### config.mk
export PLATFORM = sky130hd
export DESIGN_NAME = hash_table_linear_probe_insert
export DESIGN_NICKNAME = d
export VERILOG_FILES = /design/src/hdl/htlp_pkg.sv /design/src/hdl/htlp_ctrl.sv /design/src/hdl/htlp_datapath.sv /design/src/hdl/hash_table_linear_probe_insert.sv
export SDC_FILE = /design/constraint.sdc
export NUM_CORES = 2
export LEC_CHECK = 0
export BUFFER_PORTS_ARGS = -buffer_cell sky130_fd_sc_hd__buf_2
export CORE_ASPECT_RATIO = 1.5
export CORE_MARGIN = 5
export CORE_UTILIZATION = 45
export DETAILED_ROUTE_END_ITERATION = 6
export GPL_ROUTABILITY_DRIVEN = 0
export GPL_TIMING_DRIVEN = 0
export HOLD_SLACK_MARGIN = 0.06
export PLACE_DENSITY = 0.7
export SYNTH_ARGS = -nofsm -noshare
export SYNTH_HDL_FRONTEND = slang
export SYNTH_SLANG_ARGS = --single-unit
### constraint.sdc
create_clock -name clock -period 15.1 [get_ports clock]
set_input_delay 0.755 -clock clock [delete_from_list [all_inputs] [get_ports clock]]
set_output_delay 0.755 -clock clock [all_outputs]
set_load 0.005 [all_outputs]
### src/hdl/htlp_pkg.sv
`default_nettype none

package htlp_pkg;

   localparam int TABLE_SLOTS_DEF = 16;

   localparam int KEY_W      = 32;
   localparam int NAME_LO_W  = 64;
   localparam int NAME_MID_W = 64;
   localparam int NAME_HI_W  = 32;
   localparam int SEL_W      = 4;
   localparam int SLOT_W     = 4;
   localparam int STATUS_W   = 3;

   // remainder pipeline depth
   localparam int HASH_STEPS = 3;
   localparam int HASH_CNT_W = $clog2(HASH_STEPS);

   localparam logic REQ_INSERT = 1'b0;
   localparam logic REQ_READ   = 1'b1;

   localparam logic [STATUS_W-1:0] ST_HOME     = 3'd0;
   localparam logic [STATUS_W-1:0] ST_PROBED   = 3'd1;
   localparam logic [STATUS_W-1:0] ST_FULL     = 3'd2;
   localparam logic [STATUS_W-1:0] ST_EMPTY    = 3'd3;
   localparam logic [STATUS_W-1:0] ST_OCCUPIED = 3'd4;

   typedef struct packed {
      logic clr_step;
      logic load_req;
      logic hash_step;
      logic probe_init;
      logic probe_run;
      logic read_issue;
      logic read_stage;
      logic rsp_load;
   } cmd_type;

   typedef struct packed {
      logic clr_last;
      logic hash_last;
      logic probe_found;
      logic probe_full;
      logic out_free;
   } sts_type;

endpackage

`default_nettype wire

### src/hdl/htlp_ctrl.sv
`default_nettype none

module htlp_ctrl import htlp_pkg::*; (
   input  wire logic    clock,
   input  wire logic    reset,
   input  wire logic    req_valid,
   input  wire logic    req_type,
   output logic         req_stall,
   input  wire sts_type sts,
   output cmd_type      cmd
);

   localparam logic [2:0] S_CLEAR  = 3'd0;
   localparam logic [2:0] S_IDLE   = 3'd1;
   localparam logic [2:0] S_HASH   = 3'd2;
   localparam logic [2:0] S_PSTART = 3'd3;
   localparam logic [2:0] S_PROBE  = 3'd4;
   localparam logic [2:0] S_RDISS  = 3'd5;
   localparam logic [2:0] S_RDSTG  = 3'd6;
   localparam logic [2:0] S_FINISH = 3'd7;

   logic [2:0] state_ff;
   logic [2:0] state_in;

   always_comb begin
      state_in = state_ff;
      cmd      = '0;
      case (state_ff)
         S_CLEAR: begin
            cmd.clr_step = 1'b1;
            if (sts.clr_last) begin
               state_in = S_IDLE;
            end
         end
         S_IDLE: begin
            if (req_valid) begin
               cmd.load_req = 1'b1;
               state_in     = (req_type == REQ_READ) ? S_RDISS : S_HASH;
            end
         end
         S_HASH: begin
            cmd.hash_step = 1'b1;
            if (sts.hash_last) begin
               state_in = S_PSTART;
            end
         end
         S_PSTART: begin
            cmd.probe_init = 1'b1;
            state_in       = S_PROBE;
         end
         S_PROBE: begin
            cmd.probe_run = 1'b1;
            if (sts.probe_found || sts.probe_full) begin
               state_in = S_FINISH;
            end
         end
         S_RDISS: begin
            cmd.read_issue = 1'b1;
            state_in       = S_RDSTG;
         end
         S_RDSTG: begin
            cmd.read_stage = 1'b1;
            state_in       = S_FINISH;
         end
         S_FINISH: begin
            if (sts.out_free) begin
               cmd.rsp_load = 1'b1;
               state_in     = S_IDLE;
            end
         end
         default: begin
            state_in = S_IDLE;
         end
      endcase
   end

   always_ff @(posedge clock) begin
      if (reset) begin
         state_ff <= S_CLEAR;
      end else begin
         state_ff <= state_in;
      end
   end

   assign req_stall = (state_ff != S_IDLE);

endmodule

`default_nettype wire

### src/hdl/htlp_datapath.sv
`default_nettype none

module htlp_datapath import htlp_pkg::*; #(
   parameter int TABLE_SLOTS = TABLE_SLOTS_DEF
) (
   input  wire logic                  clock,
   input  wire logic                  reset,
   input  wire cmd_type               cmd,
   output sts_type                    sts,
   input  wire logic [KEY_W-1:0]      req_record_key,
   input  wire logic [SEL_W-1:0]      req_slot_select,
   input  wire logic [NAME_LO_W-1:0]  req_name_bytes_lo,
   input  wire logic [NAME_MID_W-1:0] req_name_bytes_mid,
   input  wire logic [NAME_HI_W-1:0]  req_name_bytes_hi,
   output logic                       rsp_valid,
   input  wire logic                  rsp_stall,
   output logic [STATUS_W-1:0]        rsp_status,
   output logic [SLOT_W-1:0]          rsp_slot_index,
   output logic [KEY_W-1:0]           rsp_out_key,
   output logic [NAME_LO_W-1:0]       rsp_out_name_lo,
   output logic [NAME_MID_W-1:0]      rsp_out_name_mid,
   output logic [NAME_HI_W-1:0]       rsp_out_name_hi
);

   localparam int IDX_W = $clog2(TABLE_SLOTS);
   localparam int REM_W = IDX_W + 1;
   localparam int CNT_W = $clog2(TABLE_SLOTS + 1);

   localparam logic [REM_W-1:0] SLOTS_R    = REM_W'(TABLE_SLOTS);
   localparam logic [CNT_W-1:0] SLOTS_C    = CNT_W'(TABLE_SLOTS);
   localparam logic [IDX_W-1:0] LAST_IDX   = IDX_W'(TABLE_SLOTS - 1);
   localparam logic [HASH_CNT_W-1:0] LAST_HASH = HASH_CNT_W'(HASH_STEPS - 1);
   localparam logic [KEY_W-1:0] RECIP      = KEY_W'((64'd1 << KEY_W) / TABLE_SLOTS);
   localparam logic [KEY_W-1:0] SLOTS_K    = KEY_W'(TABLE_SLOTS);

   typedef struct packed {
      logic                  valid;
      logic [KEY_W-1:0]      key;
      logic [NAME_LO_W-1:0]  name_lo;
      logic [NAME_MID_W-1:0] name_mid;
      logic [NAME_HI_W-1:0]  name_hi;
   } entry_type;

   entry_type mem [TABLE_SLOTS];
   entry_type rd_data_ff;
   entry_type wr_data;
   logic              mem_we;
   logic [IDX_W-1:0]  mem_waddr;
   logic              mem_re;
   logic [IDX_W-1:0]  mem_raddr;

   logic [KEY_W-1:0]      key_ff;
   logic [SEL_W-1:0]      sel_ff;
   logic [NAME_LO_W-1:0]  name_lo_ff;
   logic [NAME_MID_W-1:0] name_mid_ff;
   logic [NAME_HI_W-1:0]  name_hi_ff;

   logic [2*KEY_W-1:0]    prod;
   logic [KEY_W-1:0]      quot_ff;
   logic [KEY_W-1:0]      quot_in;
   logic [REM_W-1:0]      diff_ff;
   logic [REM_W-1:0]      diff_in;
   logic [IDX_W-1:0]      rem_ff;
   logic [IDX_W-1:0]      rem_in;
   logic [HASH_CNT_W-1:0] hash_cnt_ff;

   logic [IDX_W-1:0] clr_ff;
   logic [IDX_W-1:0] clr_in;

   logic [IDX_W-1:0] probe_addr_ff;
   logic [IDX_W-1:0] probe_addr_nxt;
   logic [CNT_W-1:0] probe_cnt_ff;
   logic             pend_ff;
   logic [IDX_W-1:0] chk_addr_ff;
   logic             chk_home_ff;
   logic             issue_ok;
   logic             found;
   logic             full;
   logic             in_range;
   logic             occupied;

   logic [STATUS_W-1:0] fin_status_ff;
   logic [SLOT_W-1:0]   fin_slot_ff;
   logic                fin_data_ok_ff;

   logic                rsp_valid_ff;
   logic                rsp_valid_in;
   logic [STATUS_W-1:0] rsp_status_ff;
   logic [SLOT_W-1:0]   rsp_slot_ff;
   logic [KEY_W-1:0]      rsp_key_ff;
   logic [NAME_LO_W-1:0]  rsp_name_lo_ff;
   logic [NAME_MID_W-1:0] rsp_name_mid_ff;
   logic [NAME_HI_W-1:0]  rsp_name_hi_ff;

   // key mod table size: reciprocal estimate, multiply-subtract, one correcting subtract
   always_comb begin
      prod    = {{KEY_W{1'b0}}, key_ff} * {{KEY_W{1'b0}}, RECIP};
      quot_in = prod[2*KEY_W-1:KEY_W];
      diff_in = REM_W'(key_ff - quot_ff * SLOTS_K);
      rem_in  = (diff_ff >= SLOTS_R) ? IDX_W'(diff_ff - SLOTS_R) : diff_ff[IDX_W-1:0];
   end

   assign clr_in         = clr_ff + 1'b1;
   assign probe_addr_nxt = (probe_addr_ff == LAST_IDX) ? '0 : probe_addr_ff + 1'b1;
   assign issue_ok       = (probe_cnt_ff != SLOTS_C);
   assign found          = pend_ff && !rd_data_ff.valid;
   assign full           = pend_ff && rd_data_ff.valid && !issue_ok;
   assign in_range       = (KEY_W'(sel_ff) < KEY_W'(TABLE_SLOTS));
   assign occupied       = in_range && rd_data_ff.valid;

   assign sts.clr_last    = (clr_ff == LAST_IDX);
   assign sts.hash_last   = (hash_cnt_ff == LAST_HASH);
   assign sts.probe_found = found;
   assign sts.probe_full  = full;
   assign sts.out_free    = !rsp_valid_ff || !rsp_stall;

   // table memory
   always_comb begin
      wr_data.valid    = !cmd.clr_step;
      wr_data.key      = cmd.clr_step ? '0 : key_ff;
      wr_data.name_lo  = cmd.clr_step ? '0 : name_lo_ff;
      wr_data.name_mid = cmd.clr_step ? '0 : name_mid_ff;
      wr_data.name_hi  = cmd.clr_step ? '0 : name_hi_ff;
      mem_we    = cmd.clr_step || (cmd.probe_run && found);
      mem_waddr = cmd.clr_step ? clr_ff : chk_addr_ff;
      mem_re    = cmd.read_issue || (cmd.probe_run && issue_ok);
      mem_raddr = cmd.read_issue ? IDX_W'(sel_ff) : probe_addr_ff;
   end

   always_ff @(posedge clock) begin
      if (mem_we) begin
         mem[mem_waddr] <= wr_data;
      end
   end

   always_ff @(posedge clock) begin
      if (mem_re) begin
         rd_data_ff <= mem[mem_raddr];
      end
   end

   // request capture and hash
   always_ff @(posedge clock) begin
      if (cmd.load_req) begin
         key_ff      <= req_record_key;
         sel_ff      <= req_slot_select;
         name_lo_ff  <= req_name_bytes_lo;
         name_mid_ff <= req_name_bytes_mid;
         name_hi_ff  <= req_name_bytes_hi;
         hash_cnt_ff <= '0;
      end else if (cmd.hash_step) begin
         quot_ff     <= quot_in;
         diff_ff     <= diff_in;
         rem_ff      <= rem_in;
         hash_cnt_ff <= hash_cnt_ff + 1'b1;
      end
   end

   // clearing pass counter
   always_ff @(posedge clock) begin
      if (reset) begin
         clr_ff <= '0;
      end else if (cmd.clr_step) begin
         clr_ff <= clr_in;
      end
   end

   // probe: one read issued per cycle, each slot checked from the registered read data
   always_ff @(posedge clock) begin
      if (reset) begin
         pend_ff <= 1'b0;
      end else if (cmd.probe_init) begin
         probe_addr_ff <= rem_ff;
         probe_cnt_ff  <= '0;
         pend_ff       <= 1'b0;
      end else if (cmd.probe_run) begin
         pend_ff <= issue_ok;
         if (issue_ok) begin
            probe_addr_ff <= probe_addr_nxt;
            probe_cnt_ff  <= probe_cnt_ff + 1'b1;
            chk_addr_ff   <= probe_addr_ff;
            chk_home_ff   <= (probe_cnt_ff == '0);
         end
      end
   end

   // result staging
   always_ff @(posedge clock) begin
      if (cmd.probe_run && found) begin
         fin_status_ff  <= chk_home_ff ? ST_HOME : ST_PROBED;
         fin_slot_ff    <= SLOT_W'(chk_addr_ff);
         fin_data_ok_ff <= 1'b0;
      end else if (cmd.probe_run && full) begin
         fin_status_ff  <= ST_FULL;
         fin_slot_ff    <= '0;
         fin_data_ok_ff <= 1'b0;
      end else if (cmd.read_stage) begin
         fin_status_ff  <= occupied ? ST_OCCUPIED : ST_EMPTY;
         fin_slot_ff    <= sel_ff;
         fin_data_ok_ff <= occupied;
      end
   end

   // output word register
   assign rsp_valid_in = cmd.rsp_load || (rsp_valid_ff && rsp_stall);

   always_ff @(posedge clock) begin
      if (reset) begin
         rsp_valid_ff <= 1'b0;
      end else begin
         rsp_valid_ff <= rsp_valid_in;
      end
   end

   always_ff @(posedge clock) begin
      if (cmd.rsp_load) begin
         rsp_status_ff   <= fin_status_ff;
         rsp_slot_ff     <= fin_slot_ff;
         rsp_key_ff      <= fin_data_ok_ff ? rd_data_ff.key : '0;
         rsp_name_lo_ff  <= fin_data_ok_ff ? rd_data_ff.name_lo : '0;
         rsp_name_mid_ff <= fin_data_ok_ff ? rd_data_ff.name_mid : '0;
         rsp_name_hi_ff  <= fin_data_ok_ff ? rd_data_ff.name_hi : '0;
      end
   end

   assign rsp_valid        = rsp_valid_ff;
   assign rsp_status       = rsp_status_ff;
   assign rsp_slot_index   = rsp_slot_ff;
   assign rsp_out_key      = rsp_key_ff;
   assign rsp_out_name_lo  = rsp_name_lo_ff;
   assign rsp_out_name_mid = rsp_name_mid_ff;
   assign rsp_out_name_hi  = rsp_name_hi_ff;

endmodule

`default_nettype wire

### src/hdl/hash_table_linear_probe_insert.sv
// Open-addressing hash table of TABLE_SLOTS entries with linear probing. An insert word
// (req_type 0) hashes record_key to key mod TABLE_SLOTS, writes key and 20-byte name into the
// first free slot from there with wrap-around, and answers placed-at-home, placed-after-
// collision or table-full; a read word (req_type 1) returns the contents of one slot, or
// empty. After reset a clearing pass over all TABLE_SLOTS slots runs before the first word is
// taken. An insert probes from 1 to TABLE_SLOTS slots: the key remainder is formed by
// reciprocal multiply, multiply-subtract and one correcting subtract, the probe is started,
// then the table memory (one read and one write port) is read one slot per cycle, each slot
// checked in the cycle after its read. A read word reads its slot, then stages the result.
// One word is in work at a time and the next is taken in the cycle after its result is
// loaded; a finished result waits in the output register while the next word starts.
`default_nettype none

module hash_table_linear_probe_insert import htlp_pkg::*; #(
   parameter int TABLE_SLOTS = TABLE_SLOTS_DEF
) (
   input  wire logic                  clock,
   input  wire logic                  reset,
   input  wire logic                  req_valid,
   output logic                       req_stall,
   input  wire logic                  req_type,
   input  wire logic [KEY_W-1:0]      req_record_key,
   input  wire logic [SEL_W-1:0]      req_slot_select,
   input  wire logic [NAME_LO_W-1:0]  req_name_bytes_lo,
   input  wire logic [NAME_MID_W-1:0] req_name_bytes_mid,
   input  wire logic [NAME_HI_W-1:0]  req_name_bytes_hi,
   output logic                       rsp_valid,
   input  wire logic                  rsp_stall,
   output logic [STATUS_W-1:0]        rsp_status,
   output logic [SLOT_W-1:0]          rsp_slot_index,
   output logic [KEY_W-1:0]           rsp_out_key,
   output logic [NAME_LO_W-1:0]       rsp_out_name_lo,
   output logic [NAME_MID_W-1:0]      rsp_out_name_mid,
   output logic [NAME_HI_W-1:0]       rsp_out_name_hi
);

   cmd_type cmd;
   sts_type sts;

   htlp_ctrl u_ctrl (
      .clock     (clock),
      .reset     (reset),
      .req_valid (req_valid),
      .req_type  (req_type),
      .req_stall (req_stall),
      .sts       (sts),
      .cmd       (cmd)
   );

   htlp_datapath #(
      .TABLE_SLOTS (TABLE_SLOTS)
   ) u_datapath (
      .clock              (clock),
      .reset              (reset),
      .cmd                (cmd),
      .sts                (sts),
      .req_record_key     (req_record_key),
      .req_slot_select    (req_slot_select),
      .req_name_bytes_lo  (req_name_bytes_lo),
      .req_name_bytes_mid (req_name_bytes_mid),
      .req_name_bytes_hi  (req_name_bytes_hi),
      .rsp_valid          (rsp_valid),
      .rsp_stall          (rsp_stall),
      .rsp_status         (rsp_status),
      .rsp_slot_index     (rsp_slot_index),
      .rsp_out_key        (rsp_out_key),
      .rsp_out_name_lo    (rsp_out_name_lo),
      .rsp_out_name_mid   (rsp_out_name_mid),
      .rsp_out_name_hi    (rsp_out_name_hi)
   );

endmodule

`default_nettype wire

# Yosys cells after proc, flatten, opt, wreduce, memory -nomap -nowiden
# Memory sizes are Yosys's and may differ from the RTL's. A register that Yosys moved wholly into a read port is not among the register bits.
# Index checks and enable logic that the tools add are counted.
[totals] reg_bits=438 ramBits=3088 inputBits=201 out_inout_bits=201 n_memories=1
[memory_table] memory="u_datapath.mem" depth=16 word_bits=193 read_ports=1 rd_clocked_by_memory_dff=1 wr=1 line="htlp_datapath.sv:44" text="entry_type mem [TABLE_SLOTS];"
[op_classes] n_addsub=6 n_lt_le_gt_ge=1 n_eq_ne=17 mux=40 bitwise_logic=3 reduce_logical=28
[op_table] cell="$mux 64" n=2
[op_table] cell="$mux 32" n=2
[op_table] cell="$mux 4" n=10
[op_table] cell="$mux 3" n=10
[op_table] cell="$pmux 3 s8" n=1
[op_table] cell="$mux 1" n=13
[op_table] cell="$eq 3x3->1 const B" n=4
[op_table] cell="$mux 5" n=2
[op_table] cell="$add 4x1->4 const B" n=2
[op_table] cell="$eq 4x4->1 const B" n=2
[op_table] cell="$ne 2x2->1 const B" n=4
[op_table] cell="$logic_and 1x1->1" n=7
[op_table] cell="$eq 3x2->1 const B" n=2
[op_table] cell="$add 5x1->5 const B" n=1
[op_table] cell="$ge 5x5->1 const B" n=1
[op_table] cell="$logic_not 1->1" n=5
[op_table] cell="$logic_not 5->1" n=1
[op_table] cell="$logic_or 1x1->1" n=5
[op_table] cell="$ne 5x5->1 const B" n=1
[op_table] cell="$reduce_and 5->1" n=1
[op_table] cell="$sub 5x5->5" n=1
[op_table] cell="$reduce_and 4->1" n=1
[op_table] cell="$reduce_bool 2->1" n=2
[op_table] cell="$reduce_or 2->1" n=2
[op_table] cell="other kinds (11)" n=13

# Depth between registers and ports, before layout
[logic_depth] word_depth=6 mapped_depth=11 mapped_depth_nobuf=8

# Modules after synthesis
# A second synthesis with hierarchy kept.
[unflattened] hier_cells=11315 area_unflattened_um2=157773.8
[by_module_without_submodules] mod="htlp_datapath" instances=1 cells_each=11278 area_per_inst_um2=157489.8
[by_module_without_submodules] mod="htlp_ctrl" instances=1 cells_each=37 area_per_inst_um2=284.0

# Worst setup path after synthesis
# OpenSTA, ideal clock, no wires.
[synth_path] path_kind="flip-flop to flip-flop" from="register u_datapath.probe_cnt_ff[0]" to="register, netlist name u_datapath.occupied" setup_ns=1.022 arrival_time_ns=14.757 t_required_ns=14.078 path_slack_ns=-0.679 stages_incl_launch_ff=6 n_path_buf=0 period_less_slack_ns=15.779 path_cell_list="edfxtp_1 > inv_1 > ha_1 > nand4bb_1 > nor2_1 > nor3b_1"
[synth_via] elab_chain_len=3
[synth_lines] item="start, declared" line="htlp_datapath.sv:72" text="logic [CNT_W-1:0] probe_cnt_ff;"
[synth_lines] item="start signal, assigned" line="htlp_datapath.sv:180" text="probe_cnt_ff <= probe_cnt_ff + 1'b1;"
[synth_lines] item="$ne 5x5->1" line="htlp_datapath.sv:105" text="assign issue_ok = (probe_cnt_ff != SLOTS_C);"
[synth_lines] item="$logic_and 1x1->1" line="htlp_datapath.sv:126" text="mem_re = cmd.read_issue || (cmd.probe_run && issue_ok);"
[synth_lines] item="$logic_or 1x1->1" line="htlp_datapath.sv:126"
[synth_lines] item="via u_datapath.mem_re" line="htlp_datapath.sv:49" text="logic mem_re;"
# The timed path passes the listed nets, and every way through them passes these cells.
# A chain may end at the register's enable or synchronous reset.

# Worst setup path in the final report
[layout_path] from="register u_ctrl.state_ff[2]" to="memory u_datapath.mem[7][104] in the netlist's numbering, enable pin"
[layout_via] elab_chain_len=6 elab_cells_between_ends=9 cone_classes="eq/ne (1); mux (5); reduce/logical (3)"
[layout_lines] item="start, declared" line="htlp_ctrl.sv:22" text="logic [2:0] state_ff;"
[layout_lines] item="start signal, assigned" line="htlp_ctrl.sv:81" text="state_ff <= state_in;"
[layout_lines] item="$eq 3x3->1" line="htlp_ctrl.sv:28" text="case (state_ff)"
[layout_lines] item="$mux 1" line="htlp_ctrl.sv:28"
[layout_lines] item="$logic_and 1x1->1" line="htlp_datapath.sv:124" text="mem_we = cmd.clr_step || (cmd.probe_run && found);"
[layout_lines] item="$logic_or 1x1->1" line="htlp_datapath.sv:124"
[layout_lines] item="$mux 1" line="htlp_datapath.sv:131" text="if (mem_we) begin"
[layout_lines] item="$mux 1 (not written as such)" line="htlp_datapath.sv:132" text="mem[mem_waddr] <= wr_data;"
[layout_lines] item="end, declared" line="htlp_datapath.sv:44"
# Several ways; a longest one is shown, not always the timed one.

==> metrics.txt <==
# TYPE chip_impl_metric gauge
chip_impl_info{name="run_status",value="finished with violations"} 1
chip_impl_info{name="violations",value="design-rule violations, max-capacitance violations, max-slew violations"} 1
chip_impl_metric{name="total_power",unit="mW"} 20.6
chip_impl_metric{name="final_net_count",unit=""} 10300
chip_impl_metric{name="path_buf_inv",unit=""} 8
chip_impl_metric{name="max-cap-violations",unit=""} 3
chip_impl_metric{name="fin_skew",unit="ns"} 0.0644
chip_impl_metric{name="critPathMaxFanout",unit=""} 24
chip_impl_metric{name="placeableCoreArea",unit="sq um"} 316000
chip_impl_metric{name="total_leakage_power",unit="nW"} 59.1
chip_impl_metric{name="die_x",unit="microns"} 469
chip_impl_metric{name="fin_ws",unit="ns"} 10.07
chip_impl_info{name="tritoncts",value="built"} 1
chip_impl_metric{name="post_cts.resized_instances",unit=""} 0
chip_impl_metric{name="timing.final.crit_period",unit="ns"} 5.03
chip_impl_metric{name="h-tree-depth",unit=""} 5
chip_impl_metric{name="whs_path_depth",unit=""} 1
chip_impl_info{name="crit_slowest_cell",value="clkbuf_1"} 1
chip_impl_info{name="critPathCaptureType",value="flip-flop"} 1
chip_impl_metric{name="fill_cells",unit=""} 24900
chip_impl_metric{name="synth_largest_type_area_fraction",unit="%"} 78.2
chip_impl_metric{name="post_synth_num_cell_types",unit=""} 55
chip_impl_metric{name="pre_cts_ws",unit="ns"} 10.39
chip_impl_metric{name="die-height",unit="microns"} 699
chip_impl_metric{name="cts-root-to-sink-buffers",unit=""} 4
chip_impl_metric{name="design.die.area",unit="sq um"} 328000
chip_impl_metric{name="drive_above_1_share",unit="%"} 14.8
chip_impl_metric{name="synthCells",unit=""} 8965
chip_impl_metric{name="whs",unit="ns"} 0.119
chip_impl_metric{name="synth.ff_latch_count",unit=""} 3717
chip_impl_info{name="clk_root_buffer_cell",value="clkbuf_16"} 1
chip_impl_metric{name="total_routing_resource_utilization_after_global_routing",unit="%"} 25.8
chip_impl_info{name="critical_path.top_delay_family",value="buffers and inverters"} 1
chip_impl_metric{name="clk_sink_count",unit=""} 3717
chip_impl_metric{name="async_reset_ff_share",unit="%"} 0
chip_impl_info{name="synth_top_cells_by_area",value="edfxtp_1 78%, mux2i_1 4.8%, nand2_1 4.2%"} 1
chip_impl_metric{name="num_vias",unit=""} 86300
chip_impl_metric{name="mappedNetlistNets",unit=""} 9171
chip_impl_metric{name="yosys_synthesis_warning_count",unit=""} 0
chip_impl_metric{name="totalWireLength",unit="microns"} 439000
chip_impl_metric{name="post_cts.repair.setup_buffers",unit=""} 0
chip_impl_metric{name="first_global_vias",unit=""} 87100
chip_impl_metric{name="grt_overflow_total",unit=""} 0
chip_impl_metric{name="slew_limit_headroom",unit="%"} -0.666
chip_impl_metric{name="post-route-drc-count",unit=""} 11
chip_impl_metric{name="multi_input_comb_area",unit="sq um"} 28300
chip_impl_metric{name="worst_skew_late_latency",unit="ns"} 0.94
chip_impl_metric{name="detailed_place_hpwl",unit="microns"} 298000
chip_impl_info{name="timing.critical_path.mode_cell",value="buf_16"} 1
chip_impl_metric{name="final_core_utilization",unit="%"} 52.9
chip_impl_metric{name="average_via_count_per_standard_cell",unit=""} 5.91
chip_impl_metric{name="placement.cell_area",unit="sq um"} 154000
chip_impl_metric{name="final_max_slew_viol_count",unit=""} 21
chip_impl_metric{name="worst_ir_drop_vdd",unit="mV"} 0.0862
chip_impl_metric{name="routed_wire_length_per_instance",unit="microns"} 30.0
chip_impl_metric{name="instances_no_fill",unit=""} 14600
chip_impl_metric{name="row_count",unit=""} 253
chip_impl_metric{name="clock_input_transition_at_the_sequential_cells_of_the_worst_setup_and_hold_paths",unit="ns"} 0.07
chip_impl_metric{name="finalInstanceArea",unit="sq um"} 167000
chip_impl_metric{name="dp.cells",unit=""} 13800
chip_impl_metric{name="synth_edf_count",unit=""} 3705
chip_impl_info{name="synth_most_common_cell",value="edfxtp_1"} 1
chip_impl_metric{name="layout_worst_path_cycle_share",unit="%"} 33.3
chip_impl_metric{name="grt_first_pass_wirelength",unit="microns"} 615000
chip_impl_metric{name="hold_violations",unit=""} 0
chip_impl_info{name="netlist.top_cell.by_area",value="edfxtp_1"} 1
chip_impl_metric{name="detail_route.iter0.violations",unit=""} 10700
chip_impl_metric{name="buffer_ports.inserted",unit=""} 401
chip_impl_metric{name="critical_path_required_time",unit="ns"} 15.70
chip_impl_metric{name="cts_inserted_buffers",unit=""} 346
chip_impl_info{name="setup_repair_after_global_routing_missed_its_margin",value="no"} 1
chip_impl_metric{name="worstSetupPathDepth",unit=""} 11
chip_impl_metric{name="crit_arrival",unit="ns"} 5.64
chip_impl_info{name="yosys_most_used_dff",value="edfxtp_1"} 1
chip_impl_metric{name="tns",unit="ns"} 0
chip_impl_metric{name="achievable-frequency",unit="MHz"} 199
chip_impl_metric{name="sequential_cell_area",unit="sq um"} 111000
chip_impl_metric{name="count_of_boundary_i_o_pins",unit=""} 402
chip_impl_metric{name="postRouteAntennaNets",unit=""} 0
chip_impl_metric{name="timing.final.setup_violations",unit=""} 0
chip_impl_info{name="kind_of_critical_path",value="flip-flop to flip-flop"} 1
chip_impl_metric{name="ys_seq_area_share",unit="%"} 78.3
chip_impl_metric{name="worstRegToRegCells",unit=""} 11
chip_impl_metric{name="crit_path_largest_cell_delay",unit="ns"} 1.13
chip_impl_metric{name="floorplan.initialDensity",unit="%"} 45.1
chip_impl_metric{name="antenna_found_initial",unit=""} 57
chip_impl_metric{name="max_slew.worst_pin.slew",unit="ns"} 1.51
chip_impl_metric{name="pin_count_of_the_biggest_net_entering_global_routing",unit=""} 55
chip_impl_metric{name="detail_route.first_pass.iterations",unit=""} 7
chip_impl_info{name="timing.critical_path.from_type",value="flip-flop"} 1
chip_impl_metric{name="postSynthAreaPerCell",unit="sq um"} 15.9
chip_impl_metric{name="synthToLayoutAreaGrowth",unit="%"} 17.3
chip_impl_metric{name="power.density_cell_area",unit="nW/um^2"} 124
chip_impl_metric{name="synth_area",unit="sq um"} 142000
chip_impl_info{name="timing.critical_path.cells",value="buf_2 -> nor3_1 -> inv_2 -> clkbuf_1 -> a31oi_1 -> nor2_4 -> buf_12 -> buf_16 -> buf_16 -> buf_12 -> buf_16"} 1
chip_impl_info{name="timing.hold.worst.class",value="primary input to flip-flop"} 1
chip_impl_info{name="post_synth_most_frequent_cells",value="3705 x edfxtp_1, 1591 x nand2_1, 787 x nand3_1, 681 x mux2i_1, 404 x a21oi_1"} 1
[layout by cell type (no fill, tap or decap), types with 5 or more instances in the layout]
cell type / instances
a21oi_1: 403
a221oi_1: 12
a221oi_2: 88
a22o_1: 200
a22oi_1: 198
a31oi_1: 8
a32oi_1: 94
and2_1: 386
buf_1: 58
buf_12: 142
buf_16: 35
buf_2: 661
buf_4: 30
buf_6: 7
buf_8: 12
bufinv_16: 36
clkbuf_1: 233
clkbuf_16: 355
clkbuf_2: 21
clkinv_1: 69
clkinv_2: 54
clkinv_4: 14
clkinvlp_4: 18
dfxtp_1: 12
diode_2: 43
dlygate4sd3_1: 188
edfxtp_1: 3705
ha_1: 5
inv_1: 9
inv_6: 12
inv_8: 5
mux2i_1: 681
nand2_1: 1591
nand3_1: 787
nor2_1: 22
nor2_4: 19
nor3_1: 7
o221ai_1: 21
o22ai_1: 100
[final cells by class]
class | count | share of cell area (%)
Sequential cell | 3717 | 66.8
Multi-Input combinational cell | 4671 | 17.0
Clock buffer | 401 | 5.44
Timing Repair Buffer | 778 | 4.72
Tap cell | 4207 | 3.15
Buffer | 567 | 1.59
Clock inverter | 213 | 1.27
Antenna cell | 43 | 0.0644
Inverter | 10 | 0.0225
[layer usage]
metal	wire length (microns)	GRT usage, %	part of all wire [%]
met3	42100	5.35	9.6
met1	147000	29.7	34
met5	107	0	0.024
met2	212000	42.8	48
met4	37500	19.2	8.5
[logic make-up (layout without fill, tap and decap cells)]
kind of cell / Yosys count / in the layout / synth area share, %
compound gates: 1142 / 1142 / 5.98
fa+ha+maj: 5 / 5 / 0.0439
xor+xnor: 8 / 8 / 0.0492
simple gates: 2832 / 2832 / 8.92
mux: 684 / 684 / 4.81
other cells: 0 / 43 / 0
buf+inv: 577 / 1969 / 1.87
flops: 3717 / 3717 / 78.3
[timing repair]
action / 4_1_cts / 5_1_grt
hold buffers: 188 / 0
endpoints found under the setup margin: 0 / 0
endpoints found under the hold margin: 188 / 0
[final timing paths]
check / startpoint / to / slack, ns
worst max-delay path: u_ctrl.state_ff[2]$_SDFFE_PP0P_ / u_datapath.mem[7][104]$_DFFE_PP_ / 10.07
worst min-delay path: req_name_bytes_mid[39] / u_datapath.name_mid_ff[39]$_DFFE_PP_ / 0.12
worst max register to register: u_ctrl.state_ff[2]$_SDFFE_PP0P_ / u_datapath.mem[7][104]$_DFFE_PP_ / 10.07
worst min register to register: u_datapath.fin_slot_ff[1]$_DFFE_PP_ / u_datapath.rsp_slot_index[1]$_DFFE_PP_ / 0.41
[power breakdown]
part           switching, mW  total [mW]  internal [mW]
Sequential            0.0482        11.5           11.4
Clock                   3.87        8.81           4.94
Combinational          0.228       0.371          0.143
[state kept, by name, summed over array words and instances, names as in the netlist, 64 cells and up]
| name | cells |
|---|---|
| u_datapath.mem | 3088 |
| u_datapath.name_lo_ff | 64 |
| u_datapath.name_mid_ff | 64 |
| u_datapath.rd_data_ff | 192 |
| u_datapath.rsp_out_name_lo | 64 |
| u_datapath.rsp_out_name_mid | 64 |
(Power assumes the default switching activity.)
